===== src/rtl/core/translated_text_extractor_unit_defines.svh =====
// ----------------------------------------------------------------------------
// Assertion macros shared by the extractor RTL
// Both macros expect clk_i and rst_ni to be visible at the point of use.
// ----------------------------------------------------------------------------
`ifndef TRANSLATED_TEXT_EXTRACTOR_UNIT_DEFINES_SVH
`define TRANSLATED_TEXT_EXTRACTOR_UNIT_DEFINES_SVH

// Same-cycle implication.
`define TTX_ASSERT_NOW(lbl, ante, cons, msg) \
  lbl: assert property (@(posedge clk_i) disable iff (!rst_ni) (ante) |-> (cons)) \
    else $error(msg);

// Next-cycle implication.
`define TTX_ASSERT_NEXT(lbl, ante, cons, msg) \
  lbl: assert property (@(posedge clk_i) disable iff (!rst_ni) (ante) |=> (cons)) \
    else $error(msg);

`endif


===== src/rtl/core/ttx_pkg.sv =====
// ----------------------------------------------------------------------------
// ttx_pkg
// Types, codes and character constants of the text extractor.
// ----------------------------------------------------------------------------
`timescale 1ns / 1ps

package ttx_pkg;

  // Parser modes
  typedef enum logic [2:0] {
    MODE_HEADER = 3'd0,
    MODE_SEEK   = 3'd1,
    MODE_STRING = 3'd2,
    MODE_ESCAPE = 3'd3,
    MODE_HEX    = 3'd4,
    MODE_SKIP   = 3'd5,
    MODE_CLOSE  = 3'd6,
    MODE_DONE   = 3'd7
  } mode_e;

  // Result kinds
  localparam logic KIND_DATA   = 1'b0;
  localparam logic KIND_STATUS = 1'b1;

  // Final status codes
  localparam logic [1:0] ST_OK        = 2'd0;
  localparam logic [1:0] ST_NO_HEADER = 2'd1;
  localparam logic [1:0] ST_EMPTY     = 2'd2;

  // Characters
  localparam logic [7:0] CH_LBRACK = 8'h5B;
  localparam logic [7:0] CH_RBRACK = 8'h5D;
  localparam logic [7:0] CH_QUOTE  = 8'h22;
  localparam logic [7:0] CH_BSLASH = 8'h5C;
  localparam logic [7:0] CH_LOW_N  = 8'h6E;
  localparam logic [7:0] CH_LOW_T  = 8'h74;
  localparam logic [7:0] CH_LOW_U  = 8'h75;
  localparam logic [7:0] CH_LF     = 8'h0A;
  localparam logic [7:0] CH_TAB    = 8'h09;

  localparam logic [1:0] HEADER_BRACKETS = 2'd3;
  localparam int         HELD_MAX        = 3;   // \u digits held before decode
  localparam int         DATA_MAX        = 4;   // data bytes one input can yield

  // One queue entry: the results caused by one input byte
  typedef struct packed {
    logic [DATA_MAX-1:0][7:0] data;
    logic [2:0]               data_cnt;
    logic                     has_status;
    logic [1:0]               status;
  } entry_t;

  function automatic logic is_hex(input logic [7:0] b);
    return (b >= 8'h30 && b <= 8'h39) || (b >= 8'h61 && b <= 8'h66) ||
           (b >= 8'h41 && b <= 8'h46);
  endfunction

  function automatic logic is_upper_hex(input logic [7:0] b);
    return (b >= 8'h41 && b <= 8'h46);
  endfunction

  function automatic logic [3:0] hex_nibble(input logic [7:0] b);
    logic [7:0] v;
    if (b <= 8'h39)      v = b - 8'h30;
    else if (b >= 8'h61) v = b - 8'h57;
    else                 v = b - 8'h37;
    return v[3:0];
  endfunction

  // Re-create the digit as it was written
  function automatic logic [7:0] hex_char(input logic [3:0] nib, input logic up);
    logic [7:0] r;
    if (nib < 4'd10)  r = 8'h30 + {4'd0, nib};
    else if (up)      r = 8'h37 + {4'd0, nib};
    else              r = 8'h57 + {4'd0, nib};
    return r;
  endfunction

endpackage


===== src/rtl/core/ttx_front.sv =====
// ----------------------------------------------------------------------------
// ttx_front
// Parser front end: takes one body byte a cycle unless the queue is full,
// updates parse state and writes all results of that byte as one queue entry.
// ----------------------------------------------------------------------------
`timescale 1ns / 1ps

module ttx_front (
  input  logic            clk_i,
  input  logic            rst_ni,
  input  logic            in_valid_i,
  output logic            in_ready_o,
  input  logic [7:0]      in_byte_i,
  input  logic            in_last_i,
  input  logic            q_full_i,
  output logic            q_push_o,
  output ttx_pkg::entry_t q_entry_o
);
  import ttx_pkg::*;

  mode_e      mode_q, mode_d;
  logic [1:0] hcnt_q, hcnt_d;
  logic       prev_q, prev_d;
  logic [11:0] hex_q, hex_d;     // held \u digits, newest in the low nibble
  logic [1:0] hexn_q, hexn_d;
  logic [2:0] upper_q, upper_d;
  logic       any_q, any_d;

  entry_t     ent;
  logic [2:0] n;
  logic [15:0] code;
  logic       any_now;
  logic       fire;
  logic [1:0] pos;

  assign in_ready_o = !q_full_i;
  assign fire       = in_valid_i && in_ready_o;

  always_comb begin
    mode_d  = mode_q;
    hcnt_d  = hcnt_q;
    prev_d  = prev_q;
    hex_d   = hex_q;
    hexn_d  = hexn_q;
    upper_d = upper_q;
    any_d   = any_q;
    ent     = '0;
    n       = 3'd0;
    code    = 16'd0;
    pos     = 2'd0;

    case (mode_q)
      MODE_HEADER: begin
        if (hcnt_q == HEADER_BRACKETS && in_byte_i == CH_QUOTE) begin
          mode_d = MODE_STRING;
          hcnt_d = 2'd0;
          prev_d = 1'b0;
        end else if (in_byte_i == CH_LBRACK) begin
          if (hcnt_q < HEADER_BRACKETS) hcnt_d = hcnt_q + 2'd1;
        end else begin
          hcnt_d = 2'd0;
        end
      end
      MODE_SEEK: begin
        if (prev_q && in_byte_i == CH_QUOTE) begin
          mode_d = MODE_STRING;
          prev_d = 1'b0;
        end else begin
          prev_d = (in_byte_i == CH_LBRACK);
        end
      end
      MODE_STRING: begin
        if (in_byte_i == CH_BSLASH)     mode_d = MODE_ESCAPE;
        else if (in_byte_i == CH_QUOTE) mode_d = MODE_SKIP;
        else begin
          ent.data[n[1:0]] = in_byte_i;
          n = n + 3'd1;
        end
      end
      MODE_ESCAPE: begin
        mode_d = MODE_STRING;
        if (in_byte_i == CH_LOW_N) begin
          ent.data[n[1:0]] = CH_LF;
          n = n + 3'd1;
        end else if (in_byte_i == CH_LOW_T) begin
          ent.data[n[1:0]] = CH_TAB;
          n = n + 3'd1;
        end else if (in_byte_i == CH_LOW_U) begin
          hex_d   = 12'd0;
          hexn_d  = 2'd0;
          upper_d = 3'd0;
          mode_d  = MODE_HEX;
        end else begin
          ent.data[n[1:0]] = in_byte_i;
          n = n + 3'd1;
        end
      end
      MODE_HEX: begin
        if (!is_hex(in_byte_i)) begin
          // invalid \u: give back the held digits, then treat as string text
          for (int i = 0; i < HELD_MAX; i++) begin
            if (i < int'(hexn_q)) begin
              pos = 2'(int'(hexn_q) - 1 - i);
              ent.data[n[1:0]] = hex_char(hex_q[4*pos +: 4], upper_q[i]);
              n = n + 3'd1;
            end
          end
          hex_d   = 12'd0;
          hexn_d  = 2'd0;
          upper_d = 3'd0;
          mode_d  = MODE_STRING;
          if (in_byte_i == CH_BSLASH)     mode_d = MODE_ESCAPE;
          else if (in_byte_i == CH_QUOTE) mode_d = MODE_SKIP;
          else begin
            ent.data[n[1:0]] = in_byte_i;
            n = n + 3'd1;
          end
        end else if (hexn_q == 2'(HELD_MAX)) begin
          code = {hex_q, hex_nibble(in_byte_i)};
          if (code < 16'h0080) begin
            ent.data[0] = code[7:0];
            n = 3'd1;
          end else if (code < 16'h0800) begin
            ent.data[0] = {3'b110, code[10:6]};
            ent.data[1] = {2'b10, code[5:0]};
            n = 3'd2;
          end else begin
            ent.data[0] = {4'b1110, code[15:12]};
            ent.data[1] = {2'b10, code[11:6]};
            ent.data[2] = {2'b10, code[5:0]};
            n = 3'd3;
          end
          hex_d   = 12'd0;
          hexn_d  = 2'd0;
          upper_d = 3'd0;
          mode_d  = MODE_STRING;
        end else begin
          hex_d = {hex_q[7:0], hex_nibble(in_byte_i)};
          upper_d[hexn_q] = is_upper_hex(in_byte_i);
          hexn_d = hexn_q + 2'd1;
        end
      end
      MODE_SKIP: begin
        if (in_byte_i == CH_RBRACK) mode_d = MODE_CLOSE;
      end
      MODE_CLOSE: begin
        if (in_byte_i == CH_RBRACK) begin
          mode_d = MODE_DONE;
        end else begin
          mode_d = MODE_SEEK;
          prev_d = (in_byte_i == CH_LBRACK);
        end
      end
      default: ;
    endcase

    if (in_last_i) begin
      // body ends mid-escape: flush what is pending
      if (mode_d == MODE_ESCAPE) begin
        ent.data[n[1:0]] = CH_BSLASH;
        n = n + 3'd1;
      end else if (mode_d == MODE_HEX) begin
        for (int i = 0; i < HELD_MAX; i++) begin
          if (i < int'(hexn_d)) begin
            pos = 2'(int'(hexn_d) - 1 - i);
            ent.data[n[1:0]] = hex_char(hex_d[4*pos +: 4], upper_d[i]);
            n = n + 3'd1;
          end
        end
      end
    end

    any_now      = any_q || (n != 3'd0);
    ent.data_cnt = n;

    if (in_last_i) begin
      ent.has_status = 1'b1;
      if (mode_d == MODE_HEADER) ent.status = ST_NO_HEADER;
      else if (any_now)          ent.status = ST_OK;
      else                       ent.status = ST_EMPTY;
      mode_d  = MODE_HEADER;
      hcnt_d  = 2'd0;
      prev_d  = 1'b0;
      hex_d   = 12'd0;
      hexn_d  = 2'd0;
      upper_d = 3'd0;
      any_d   = 1'b0;
    end else begin
      any_d = any_now;
    end
  end

  assign q_entry_o = ent;
  assign q_push_o  = fire && (ent.has_status || (ent.data_cnt != 3'd0));

  always_ff @(posedge clk_i or negedge rst_ni) begin
    if (!rst_ni) begin
      mode_q  <= MODE_HEADER;
      hcnt_q  <= 2'd0;
      prev_q  <= 1'b0;
      hex_q   <= 12'd0;
      hexn_q  <= 2'd0;
      upper_q <= 3'd0;
      any_q   <= 1'b0;
    end else if (fire) begin
      mode_q  <= mode_d;
      hcnt_q  <= hcnt_d;
      prev_q  <= prev_d;
      hex_q   <= hex_d;
      hexn_q  <= hexn_d;
      upper_q <= upper_d;
      any_q   <= any_d;
    end
  end

endmodule


===== src/rtl/core/ttx_queue.sv =====
// ----------------------------------------------------------------------------
// ttx_queue
// Small register queue of result entries between parser and output side.
// ----------------------------------------------------------------------------
`timescale 1ns / 1ps
`include "translated_text_extractor_unit_defines.svh"

module ttx_queue #(
  parameter int Depth = 4
) (
  input  logic            clk_i,
  input  logic            rst_ni,
  input  logic            push_i,
  input  ttx_pkg::entry_t wdata_i,
  output logic            full_o,
  input  logic            pop_i,
  output logic            valid_o,
  output ttx_pkg::entry_t rdata_o
);
  import ttx_pkg::*;

  localparam int PtrW = (Depth > 1) ? $clog2(Depth) : 1;
  localparam int CntW = $clog2(Depth + 1);

  entry_t            mem_q [Depth];
  logic [PtrW-1:0]   wr_ptr_q, wr_ptr_d;
  logic [PtrW-1:0]   rd_ptr_q, rd_ptr_d;
  logic [CntW-1:0]   count_q, count_d;

  assign full_o  = (count_q == CntW'(Depth));
  assign valid_o = (count_q != '0);
  assign rdata_o = mem_q[rd_ptr_q];

  always_comb begin
    wr_ptr_d = wr_ptr_q;
    rd_ptr_d = rd_ptr_q;
    count_d  = count_q;
    if (push_i) begin
      wr_ptr_d = (wr_ptr_q == PtrW'(Depth - 1)) ? '0 : wr_ptr_q + 1'b1;
    end
    if (pop_i) begin
      rd_ptr_d = (rd_ptr_q == PtrW'(Depth - 1)) ? '0 : rd_ptr_q + 1'b1;
    end
    if (push_i && !pop_i)      count_d = count_q + 1'b1;
    else if (pop_i && !push_i) count_d = count_q - 1'b1;
  end

  always_ff @(posedge clk_i or negedge rst_ni) begin
    if (!rst_ni) begin
      wr_ptr_q <= '0;
      rd_ptr_q <= '0;
      count_q  <= '0;
    end else begin
      wr_ptr_q <= wr_ptr_d;
      rd_ptr_q <= rd_ptr_d;
      count_q  <= count_d;
    end
  end

  always_ff @(posedge clk_i) begin
    if (push_i) mem_q[wr_ptr_q] <= wdata_i;
  end

  `TTX_ASSERT_NOW(a_push_not_full, push_i, !full_o, "push into full queue")
  `TTX_ASSERT_NOW(a_pop_not_empty, pop_i, valid_o, "pop from empty queue")
  `TTX_ASSERT_NEXT(a_count_up, push_i && !pop_i, count_q == $past(count_q) + 1'b1, "count lost a push")

endmodule


===== src/rtl/core/ttx_back.sv =====
// ----------------------------------------------------------------------------
// ttx_back
// Output side: holds one entry and hands out its items one per cycle while
// out_ready_i is high, data bytes first, then the status item.
// ----------------------------------------------------------------------------
`timescale 1ns / 1ps
`include "translated_text_extractor_unit_defines.svh"

module ttx_back (
  input  logic            clk_i,
  input  logic            rst_ni,
  input  logic            q_valid_i,
  input  ttx_pkg::entry_t q_entry_i,
  output logic            q_pop_o,
  output logic            out_valid_o,
  input  logic            out_ready_i,
  output logic            kind_o,
  output logic [7:0]      out_byte_o,
  output logic [1:0]      status_o,
  output logic            end_of_run_o
);
  import ttx_pkg::*;

  entry_t     cur_q;
  logic       busy_q;
  logic [2:0] idx_q;
  logic [2:0] total;
  logic       is_data;
  logic       take;
  logic       done;
  logic       load;

  assign total   = cur_q.data_cnt + {2'd0, cur_q.has_status};
  assign is_data = (idx_q < cur_q.data_cnt);

  assign out_valid_o  = busy_q;
  assign kind_o       = is_data ? KIND_DATA : KIND_STATUS;
  assign out_byte_o   = is_data ? cur_q.data[idx_q[1:0]] : 8'd0;
  assign status_o     = is_data ? ST_OK : cur_q.status;
  assign end_of_run_o = (idx_q == total - 3'd1);

  assign take    = busy_q && out_ready_i;
  assign done    = take && end_of_run_o;
  assign load    = (!busy_q || done) && q_valid_i;
  assign q_pop_o = load;

  always_ff @(posedge clk_i or negedge rst_ni) begin
    if (!rst_ni) begin
      busy_q <= 1'b0;
      idx_q  <= 3'd0;
    end else if (load) begin
      busy_q <= 1'b1;
      idx_q  <= 3'd0;
    end else if (done) begin
      busy_q <= 1'b0;
      idx_q  <= 3'd0;
    end else if (take) begin
      idx_q  <= idx_q + 3'd1;
    end
  end

  always_ff @(posedge clk_i) begin
    if (load) cur_q <= q_entry_i;
  end

  // status is always the last item of its byte
  `TTX_ASSERT_NOW(a_status_last, out_valid_o && kind_o == KIND_STATUS, end_of_run_o, "status not last")
  `TTX_ASSERT_NOW(a_entry_nonempty, out_valid_o, total != 3'd0 && idx_q < total, "item index out of entry")
  `TTX_ASSERT_NEXT(a_hold_valid, out_valid_o && !out_ready_i, out_valid_o, "stalled item dropped")

endmodule


===== src/rtl/core/translated_text_extractor_unit.sv =====
// ----------------------------------------------------------------------------
// translated_text_extractor_unit
// Streaming extractor of quoted text from a nested-array response body.
// ----------------------------------------------------------------------------
// Accepts one body byte per cycle while the result queue (QueueDepth entries)
// has room; each byte gives 0 to 5 result items, which leave one per cycle while
// out_ready_i is high, so the single-item output port sets the input rate over a
// stretch. A byte's results are written to the queue when the byte is taken and
// show on the output once the output side has loaded them into its holding
// register. The byte flagged last also yields the status item (0 ok, 1 no
// header, 2 nothing extracted) and returns the parser to the header search for
// the next body.
`timescale 1ns / 1ps

module translated_text_extractor_unit #(
  parameter int QueueDepth = 4
) (
  input  logic       clk_i,
  input  logic       rst_ni,
  input  logic       in_valid_i,
  output logic       in_ready_o,
  input  logic [7:0] in_byte_i,
  input  logic       in_last_i,
  output logic       out_valid_o,
  input  logic       out_ready_i,
  output logic       kind_o,
  output logic [7:0] out_byte_o,
  output logic [1:0] status_o,
  output logic       end_of_run_o
);
  import ttx_pkg::*;

  logic   q_full;
  logic   q_push;
  logic   q_pop;
  logic   q_valid;
  entry_t q_wdata;
  entry_t q_rdata;

  ttx_front u_front (
    .clk_i      (clk_i),
    .rst_ni     (rst_ni),
    .in_valid_i (in_valid_i),
    .in_ready_o (in_ready_o),
    .in_byte_i  (in_byte_i),
    .in_last_i  (in_last_i),
    .q_full_i   (q_full),
    .q_push_o   (q_push),
    .q_entry_o  (q_wdata)
  );

  ttx_queue #(
    .Depth (QueueDepth)
  ) u_queue (
    .clk_i   (clk_i),
    .rst_ni  (rst_ni),
    .push_i  (q_push),
    .wdata_i (q_wdata),
    .full_o  (q_full),
    .pop_i   (q_pop),
    .valid_o (q_valid),
    .rdata_o (q_rdata)
  );

  ttx_back u_back (
    .clk_i        (clk_i),
    .rst_ni       (rst_ni),
    .q_valid_i    (q_valid),
    .q_entry_i    (q_rdata),
    .q_pop_o      (q_pop),
    .out_valid_o  (out_valid_o),
    .out_ready_i  (out_ready_i),
    .kind_o       (kind_o),
    .out_byte_o   (out_byte_o),
    .status_o     (status_o),
    .end_of_run_o (end_of_run_o)
  );

endmodule

===== config.mk =====
export PLATFORM = sky130hd
export DESIGN_NAME = translated_text_extractor_unit
export DESIGN_NICKNAME = d
export VERILOG_FILES = /design/src/rtl/core/ttx_pkg.sv /design/src/rtl/core/ttx_front.sv /design/src/rtl/core/ttx_queue.sv /design/src/rtl/core/ttx_back.sv /design/src/rtl/core/translated_text_extractor_unit.sv
export VERILOG_INCLUDE_DIRS = /design/src /design/src/rtl/core
export SDC_FILE = /design/constraint.sdc
export NUM_CORES = 1
export LEC_CHECK = 0
export BUFFER_PORTS_ARGS = -buffer_cell sky130_fd_sc_hd__buf_4
export CORE_UTILIZATION = 30
export CTS_CLUSTER_DIAMETER = 100
export CTS_CLUSTER_SIZE = 16
export DETAILED_ROUTE_END_ITERATION = 16
export GPL_TIMING_DRIVEN = 0
export SLEW_MARGIN = 20
export SYNTH_ARGS = -nofsm -noshare
export SYNTH_HDL_FRONTEND = slang
export SYNTH_SLANG_ARGS = --single-unit

===== constraint.sdc =====
create_clock -name clk_i -period 5.12 [get_ports clk_i]
set_input_delay 0.256 -clock clk_i [delete_from_list [all_inputs] [get_ports clk_i]]
set_output_delay 0.256 -clock clk_i [all_outputs]
set_load 0.02 [all_outputs]

* After elaboration in Yosys (flattened, before gate mapping)
Memory sizes are Yosys's and may differ from the RTL's. A register that Yosys moved wholly into a read port is not among the register bits.
Index checks and enable logic that the tools add are counted.
** Storage, ports and cells
- Output and inout port bits :: 14
- Memories :: 1
- Bits in registers :: 35
- RAM bits :: 152
** Cells by class
- Bitwise gates (word level) :: 3
- Shift-type cells :: 6
- Equal/unequal tests :: 24
- Add/sub/neg operators :: 42
- $lt $le $gt $ge :: 37
- Muxes and demuxes :: 192
- Reduce and logical (&&, ||, !) cells :: 39
** Memory list
- u_queue.mem_q :: words 4, bits a word 38, rd ports 1, clocked after Yosys merged registers in 1, wr ports 1, RTL line ttx_queue.sv:25 : entry_t mem_q [Depth];
** Operators by type and width (count)
- 32-bit two-way mux :: 20
- 8-bit two-way mux :: 49
- 32-bit bitwise mux :: 6
- 3-bit two-way mux :: 53
- 8-bit demux with 2-bit select :: 6
- 6-bit by 4-bit adder with 7-bit output (first input constant) :: 12
- 12-bit two-way mux :: 6
- 24-bit two-way mux :: 3
- 12-bit by 5-bit indexed part select with 4-bit output :: 6
- 7-bit by 4-bit adder with 8-bit output (first input constant) :: 6
- 8-bit by 7-bit equality test with 1-bit output (second input constant) :: 6
- 2-bit two-way mux :: 16
- 3-bit by 1-bit adder with 3-bit output (second input constant) :: 8
- 2-bit by 3-bit < comparator with 1-bit output (second input constant) :: 8
- 4-bit < comparator (second input constant) :: 6
- 12-bit case mux with 2 select lines :: 1
- 8-bit case mux with 3 select lines :: 1
- 3-bit case mux with 7 select lines :: 1
- 4-bit two-way mux :: 5
- 1-bit logical AND :: 19
- 16-bit bitwise AND :: 1
- 8-bit binary-select mux with 2-bit select :: 1
- 8-bit by 7-bit >= comparator with 1-bit output (second input constant) :: 2
- 8-bit by 7-bit less-or-equal comparator with 1-bit output (second input constant) :: 2
- other kinds (44) :: 99

* Logic depth before layout (Yosys ltp)
- Depth in word-level cells :: 45
- Gate-level depth with buffers :: 28
- Gate-level depth less buffers :: 24

* By module
A second synthesis with hierarchy kept.
** Unflattened totals
- Cell total of the unflattened synthesis :: 1247
- Area total of the unflattened synthesis :: 13978.4 sq um
** Modules (own cells, without submodules)
- ttx_front :: area each 6200.9 sq um, sequential area each 600.6 sq um, cells an instance 913, times used 1
- ttx_queue :: area each 5947.0 sq um, sequential area each 4739.5 sq um, cells an instance 236, times used 1
- ttx_back :: area each 1830.5 sq um, sequential area each 1241.2 sq um, cells an instance 98, times used 1

* Worst setup path after synthesis
No wires, ideal clock.
- Path type :: register to register
- Start point :: register, netlist name u_back.cur_q[2]
- End point :: register u_queue.count_q[1]
- Buffers on the path :: 0
- Clock period less this slack :: 5.136 ns
- Data arrival time :: 5.011 ns
- Cell stages (with the launch flop) :: 13
- Slack :: -0.016 ns
- Cells stage by stage :: edfxtp_1 > inv_1 > ha_1 > ha_1 > xnor2_1 > nor3_1 > nand2_1 > a21oi_1 > inv_1 > ha_1 > inv_1 > fa_1 > mux2_2
** Between the ends
- Word-level cells in the longest chain between the ends :: 9
- Elaborated cells between the ends (all ways) :: 11
** RTL lines
- 3-bit by 1-bit adder with 3-bit output :: RTL line ttx_back.sv:33 : assign total = cur_q.data_cnt + {2'd0, cur_q.has_status};
- 3-bit by 1-bit subtractor with 3-bit output :: RTL line ttx_back.sv:40 : assign end_of_run_o = (idx_q == total - 3'd1);
- 3-bit equality test :: RTL line ttx_back.sv:40
- via end_of_run_o :: RTL line translated_text_extractor_unit.sv:29 : output logic end_of_run_o
- 1-bit logical AND :: RTL line ttx_back.sv:43 : assign done = take && end_of_run_o;
- 1-bit logical OR :: RTL line ttx_back.sv:44 : assign load = (!busy_q || done) && q_valid_i;
- 1-bit logical AND :: RTL line ttx_back.sv:44
- via q_pop :: RTL line translated_text_extractor_unit.sv:35 : logic q_pop;
- 1-bit logical NOT :: RTL line ttx_queue.sv:44 : if (push_i && !pop_i) count_d = count_q + 1'b1;
- 1-bit logical AND :: RTL line ttx_queue.sv:44
- 3-bit two-way mux :: RTL line ttx_queue.sv:44
- via u_queue.count_d[1] :: RTL line ttx_queue.sv:28 : logic [CntW-1:0] count_q, count_d;
- end signal: assignment :: RTL line ttx_queue.sv:56 : count_q <= count_d;
- end: declaration :: RTL line ttx_queue.sv:28
The timed path passes the listed nets, and every way through them passes these cells.
A chain may end at the register's enable or synchronous reset.

==> results.md <==
- In this run, the number of DRC markers left after iteration 0 of detailed routing was about 1.1k.
- The cell leakage power is between 0.005 and 0.006 uW.
- The total design power is about 5300 uW.
- The number of detailed-route iterations in the first pass is 8.
- The cell with the largest stage delay on the worst path is a21oi_4.
- The number of enable flip-flop cells after synthesis is 190.
- The met2 capacity usage during global routing is between 30% and 40%.
- The logic depth of the worst path, buffers included is 25.
- The number of placed instances, taps included, is 1912.
- Dividing the detail-routed wire length by the instance count gives roughly 24 microns.
- Setup violations remaining at the end of the flow were counted as 0.
- The half-perimeter wire length after placement is roughly 35 mm.
- The root buffer cell is clkbuf_16.
- The endpoint identified for the worst register-to-register timing path is u_queue.mem_q[0][9].
- The top cell types in the final layout, fill and taps aside, are edfxtp_1, nand2_1, nor2_1, a21oi_1, o21ai_0.
- The final hold violation count is 0.
- The net switching power is between 1500 and 2000 uW.
- In this run, CTS created clock tree buffers numbering 18.
- The data required time of the worst path is 5300 ps.
- The total of max-cap violations is 0.
- The start point of the critical path is in_byte_i[0].
- Setup repair after global routing left no endpoint under its margin.
- The critical path capture point is u_queue.mem_q[0][9].
- Entering global routing, the biggest net connects 36 pins.
- The top flip-flop cell by instance count after synthesis is edfxtp_1.
- Summed over all instances, the cell type with the most area after synthesis is edfxtp_1.
- The switching share of total power is between 20 and 30%.
- The part of the Yosys area used for sequential elements is a little under half.
- The internal portion of the total power is 3730 uW.
- The met3 layer usage reported by global route is 2.57%.
- The type of the most critical hold path is in -> reg.
- The area fraction of the dominant cell type after synthesis is 41.1%.
- Averaged over all synthesized cells, the footprint is 10.8 sq um.
- Port buffering added 25 buffers.
- The synthesized instance count is ~1.3k.
- The share of total power dissipated in sequential elements is 45.1%.
- The post-synthesis cell type count is 86.
- The total number of H-tree levels is 1.
- After floorplanning, the core was sized to cover around 45000 sq um.
- The post-synthesis register bit count is 225.
- The wire length of the first global-routing pass is ~70 mm.
- The initial utilization of the core area, before any placement, comes to 30.5%.
- Once detail routing completed, the nets flagged for antenna violations numbered 0.
- The clock power share is 26.0%.
- The die covers roughly 47000 sq um.
- The sink count of the clock tree is 225.
- The cell with the most instances on the worst path is ha_1.
- At the later pin of the worst-skew pair, clock insertion delay measures approximately 520 ps.
- At the worst endpoint, the arrival time is a little over 5000 ps.
- Counting instances, the worst hold path has a depth of 4.
- Cells fill a little over a third of the core in the end.
- Dividing the final minimum period by the clock period gives between 90 and 100%.
- The total buffers and inverters traversed by the critical path is 7.
- Clock-pin slew was measured on the worst setup and hold paths at ~70 ps.
- For this run, global-route usage on met1 was measured as roughly 27%.
- The total grt overflow is 0.
- The signed area change from the synthesized netlist to the final layout is 15.0%.
- The worst reg-to-reg setup slack is around 190 ps.
- The largest clock skew in the final design is 39.1 ps.
- The netlist area before placement is 13900 sq um.
- The highest-utilization routing layer at the global route stage is met2.
- 0 antenna diodes ended up in the layout.
- The run finished with clean final reports.
- The highest fanout seen on the critical path is 10.
- The count of final max-slew check failures is 0.
- For this run, the slowest stage of the critical path takes between 300 and 400 ps.
- Routability-driven placement finished with a final weighted congestion of 0.987.
- In this run the most critical hold path is launched from out_ready_i.
- The measured slew at the worst slew-check pin is 952 ps.
- The reg-to-reg startpoint is u_front.mode_q[1].
- Of all flip-flops after synthesis, the portion carrying an async set or reset was around 16%.
- The family with the most delay on the worst path is compound AO/OA/AOI/OAI gates.
- TritonCTS built the clock tree.
- The final layout contains routed wiring with a total length of 46.9 mm.
- The number of global-route vias before repair is around 11k.
- The total power divided by cell area is 332 nW/um^2.
- The share of final-layout standard cells stronger than drive strength 1 is between 10% and 20%.
- The vertical die dimension is 217 microns.
- The post-layout minimum cycle time is roughly 5000 ps.
- The worst slew margin relative to its limit is a little over a third.
- The detailed router placed between 10k and 15k vias in this run.
- The worst vdd rail ir drop is 290 uV.
- After detailed routing, the number of remaining DRC violations is 0.
- Global routing used a little under 20% of the available tracks.
- The combinational power share is between 20% and 30%.
- The synthesized net count is ~1.3k.
- The Yosys step of the flow raised 0 warnings.
- The longest clock path from root to sink contains 3 buffers.
- The final cell count without fillers is just under 2k.
- The number of cells on the worst reg-to-reg path is 20.
- The row count is 78.
- The class of the most critical setup path is in -> reg.
- The net total in the final layout is between 1k and 1.5k.
- The number of vias per cell is slightly below 6.
- Static timing analysis puts the maximum clock frequency at between 200 and 250 MHz.
- The number of antenna violations at the first check in global routing is 0.
- 27 I/O pins were placed.
- The die width is roughly 220 microns.
- The critical path capture point type is a flip-flop.
- By area the synthesized netlist is led by edfxtp_1, mux4_2, dfrtp_1.
- Leaving out fill and tap cells, the most frequent cell in the layout is edfxtp_1.
- The startpoint kind of the worst setup timing path is an input pin.
sequential cells by signal, summed over array words and instances (netlist names), 2 cells and up:
signal and flops:
u_queue.mem_q 152, u_back.cur_q 38, u_front.hex_q 12, u_back.idx_q 3, u_front.mode_q 3, u_front.upper_q 3
u_queue.count_q 3, u_front.hcnt_q 2, u_front.hexn_q 2, u_queue.rd_ptr_q 2, u_queue.wr_ptr_q 2
synthesized netlist by cell type, types with 12 or more instances:
master      n
o211ai_1   15
a22oi_1    14
and2_1     24
inv_1      34
nor2_1     84
mux2_2     18
a22o_1     16
edfxtp_1  190
mux4_2     46
a211oi_1   12
nand2_1   120
ha_1       43
nand2b_1   24
mux2i_1    12
nor2b_1    28
xnor2_1    18
clkbuf_1   57
buf_1      13
nor3_1     26
o21ai_0    69
dfrtp_1    35
a21oi_1    87
o31ai_1    13
o21ai_1    18
nand3_1    25
buf_2      15
o22ai_1    18
a221oi_1   15
a31oi_1    18
how the worst min path moves through the flow:
stage	end	slack [ps]
after floorplan	u_back.idx_q[0]	-40
after global placement	u_front.hex_q[8]	290
after detailed placement	u_front.hex_q[4]	290
after CTS	u_back.out_valid_o	100
after global routing	u_back.idx_q[1]	140
final	u_back.out_valid_o	120
timing repair:
item	4_1_cts	5_1_grt
hold buffers	2	0
pin swaps	9	5
gates resized for setup	53	29
hold endpoints to repair	39	0
setup endpoints to repair	129	212
setup buffers	10	2
worst reg2reg max path: stages, from the launching register on:
cell and delay, ps:
dfrtp_1 450, or3_1 390, clkbuf_1 270, nor2_4 230, nand2_2 210, o21ai_4 240, inv_2 110, ha_1 250
clkbuf_4 250, xor2_4 300, inv_1 100, ha_1 300, nand2_1 60, o21ai_2 100, inv_1 80, ha_1 200
nand2_2 150, a211oi_1 110, a31o_2 330, a211oi_4 350, a31oi_2 110
layer usage:
layer / share of wire, % / routed length [microns] / up-vias
li1: - / - / 5094
met1: 44 / 20500 / 5626
met2: 45 / 21100 / 510
met3: 6.8 / 3210 / 125
met4: 4.4 / 2060 / 0
met5: 0 / 0 / -
power by group through the flow:
stage | logic, uW | clock network [uW] | registers (uW)
floorplan | 1040 | 0 | 2410
global placement | 1500 | 0 | 2440
detailed placement | 1570 | 0 | 2430
CTS | 1580 | 1410 | 2390
global route | 1680 | 1470 | 2420
finish | 1530 | 1380 | 2390
cell families after synthesis:
kind of cell,Yosys count,share of synthesized area (%)
xor+xnor,23,1.45
simple gates,385,13.8
flops,225,47.5
compound gates,403,19.8
mux,76,9.80
buf+inv,125,3.63
fa+ha+maj,44,4.02
through the flow:
stage | hold WS (ps) | cell area [sq um] | setup TNS, ps | setup slack (ps)
5_1_grt | 135 | 15900 | 0 | 0.717
4_1_cts | 105 | 15800 | 0 | 0.380
6_report | 118 | 15900 | 0 | 158
3_3_place_gp | 290 | 14800 | -305250 | -2170
3_5_place_dp | 291 | 14900 | -187790 | -2110
2_1_floorplan | -39.6 | 13900 | 0 | 129
cell type report:
cell class	count	area [sq um]
fillers	4582	29500
clock buffers	29	513
inverters	38	143
plain buffers	80	358
well taps	600	751
repair buffers	45	413
multi-input cells	931	7140
clock inverters	2	46.3
flip-flops and latches	225	6580
Power figures use the tool's default switching activity.
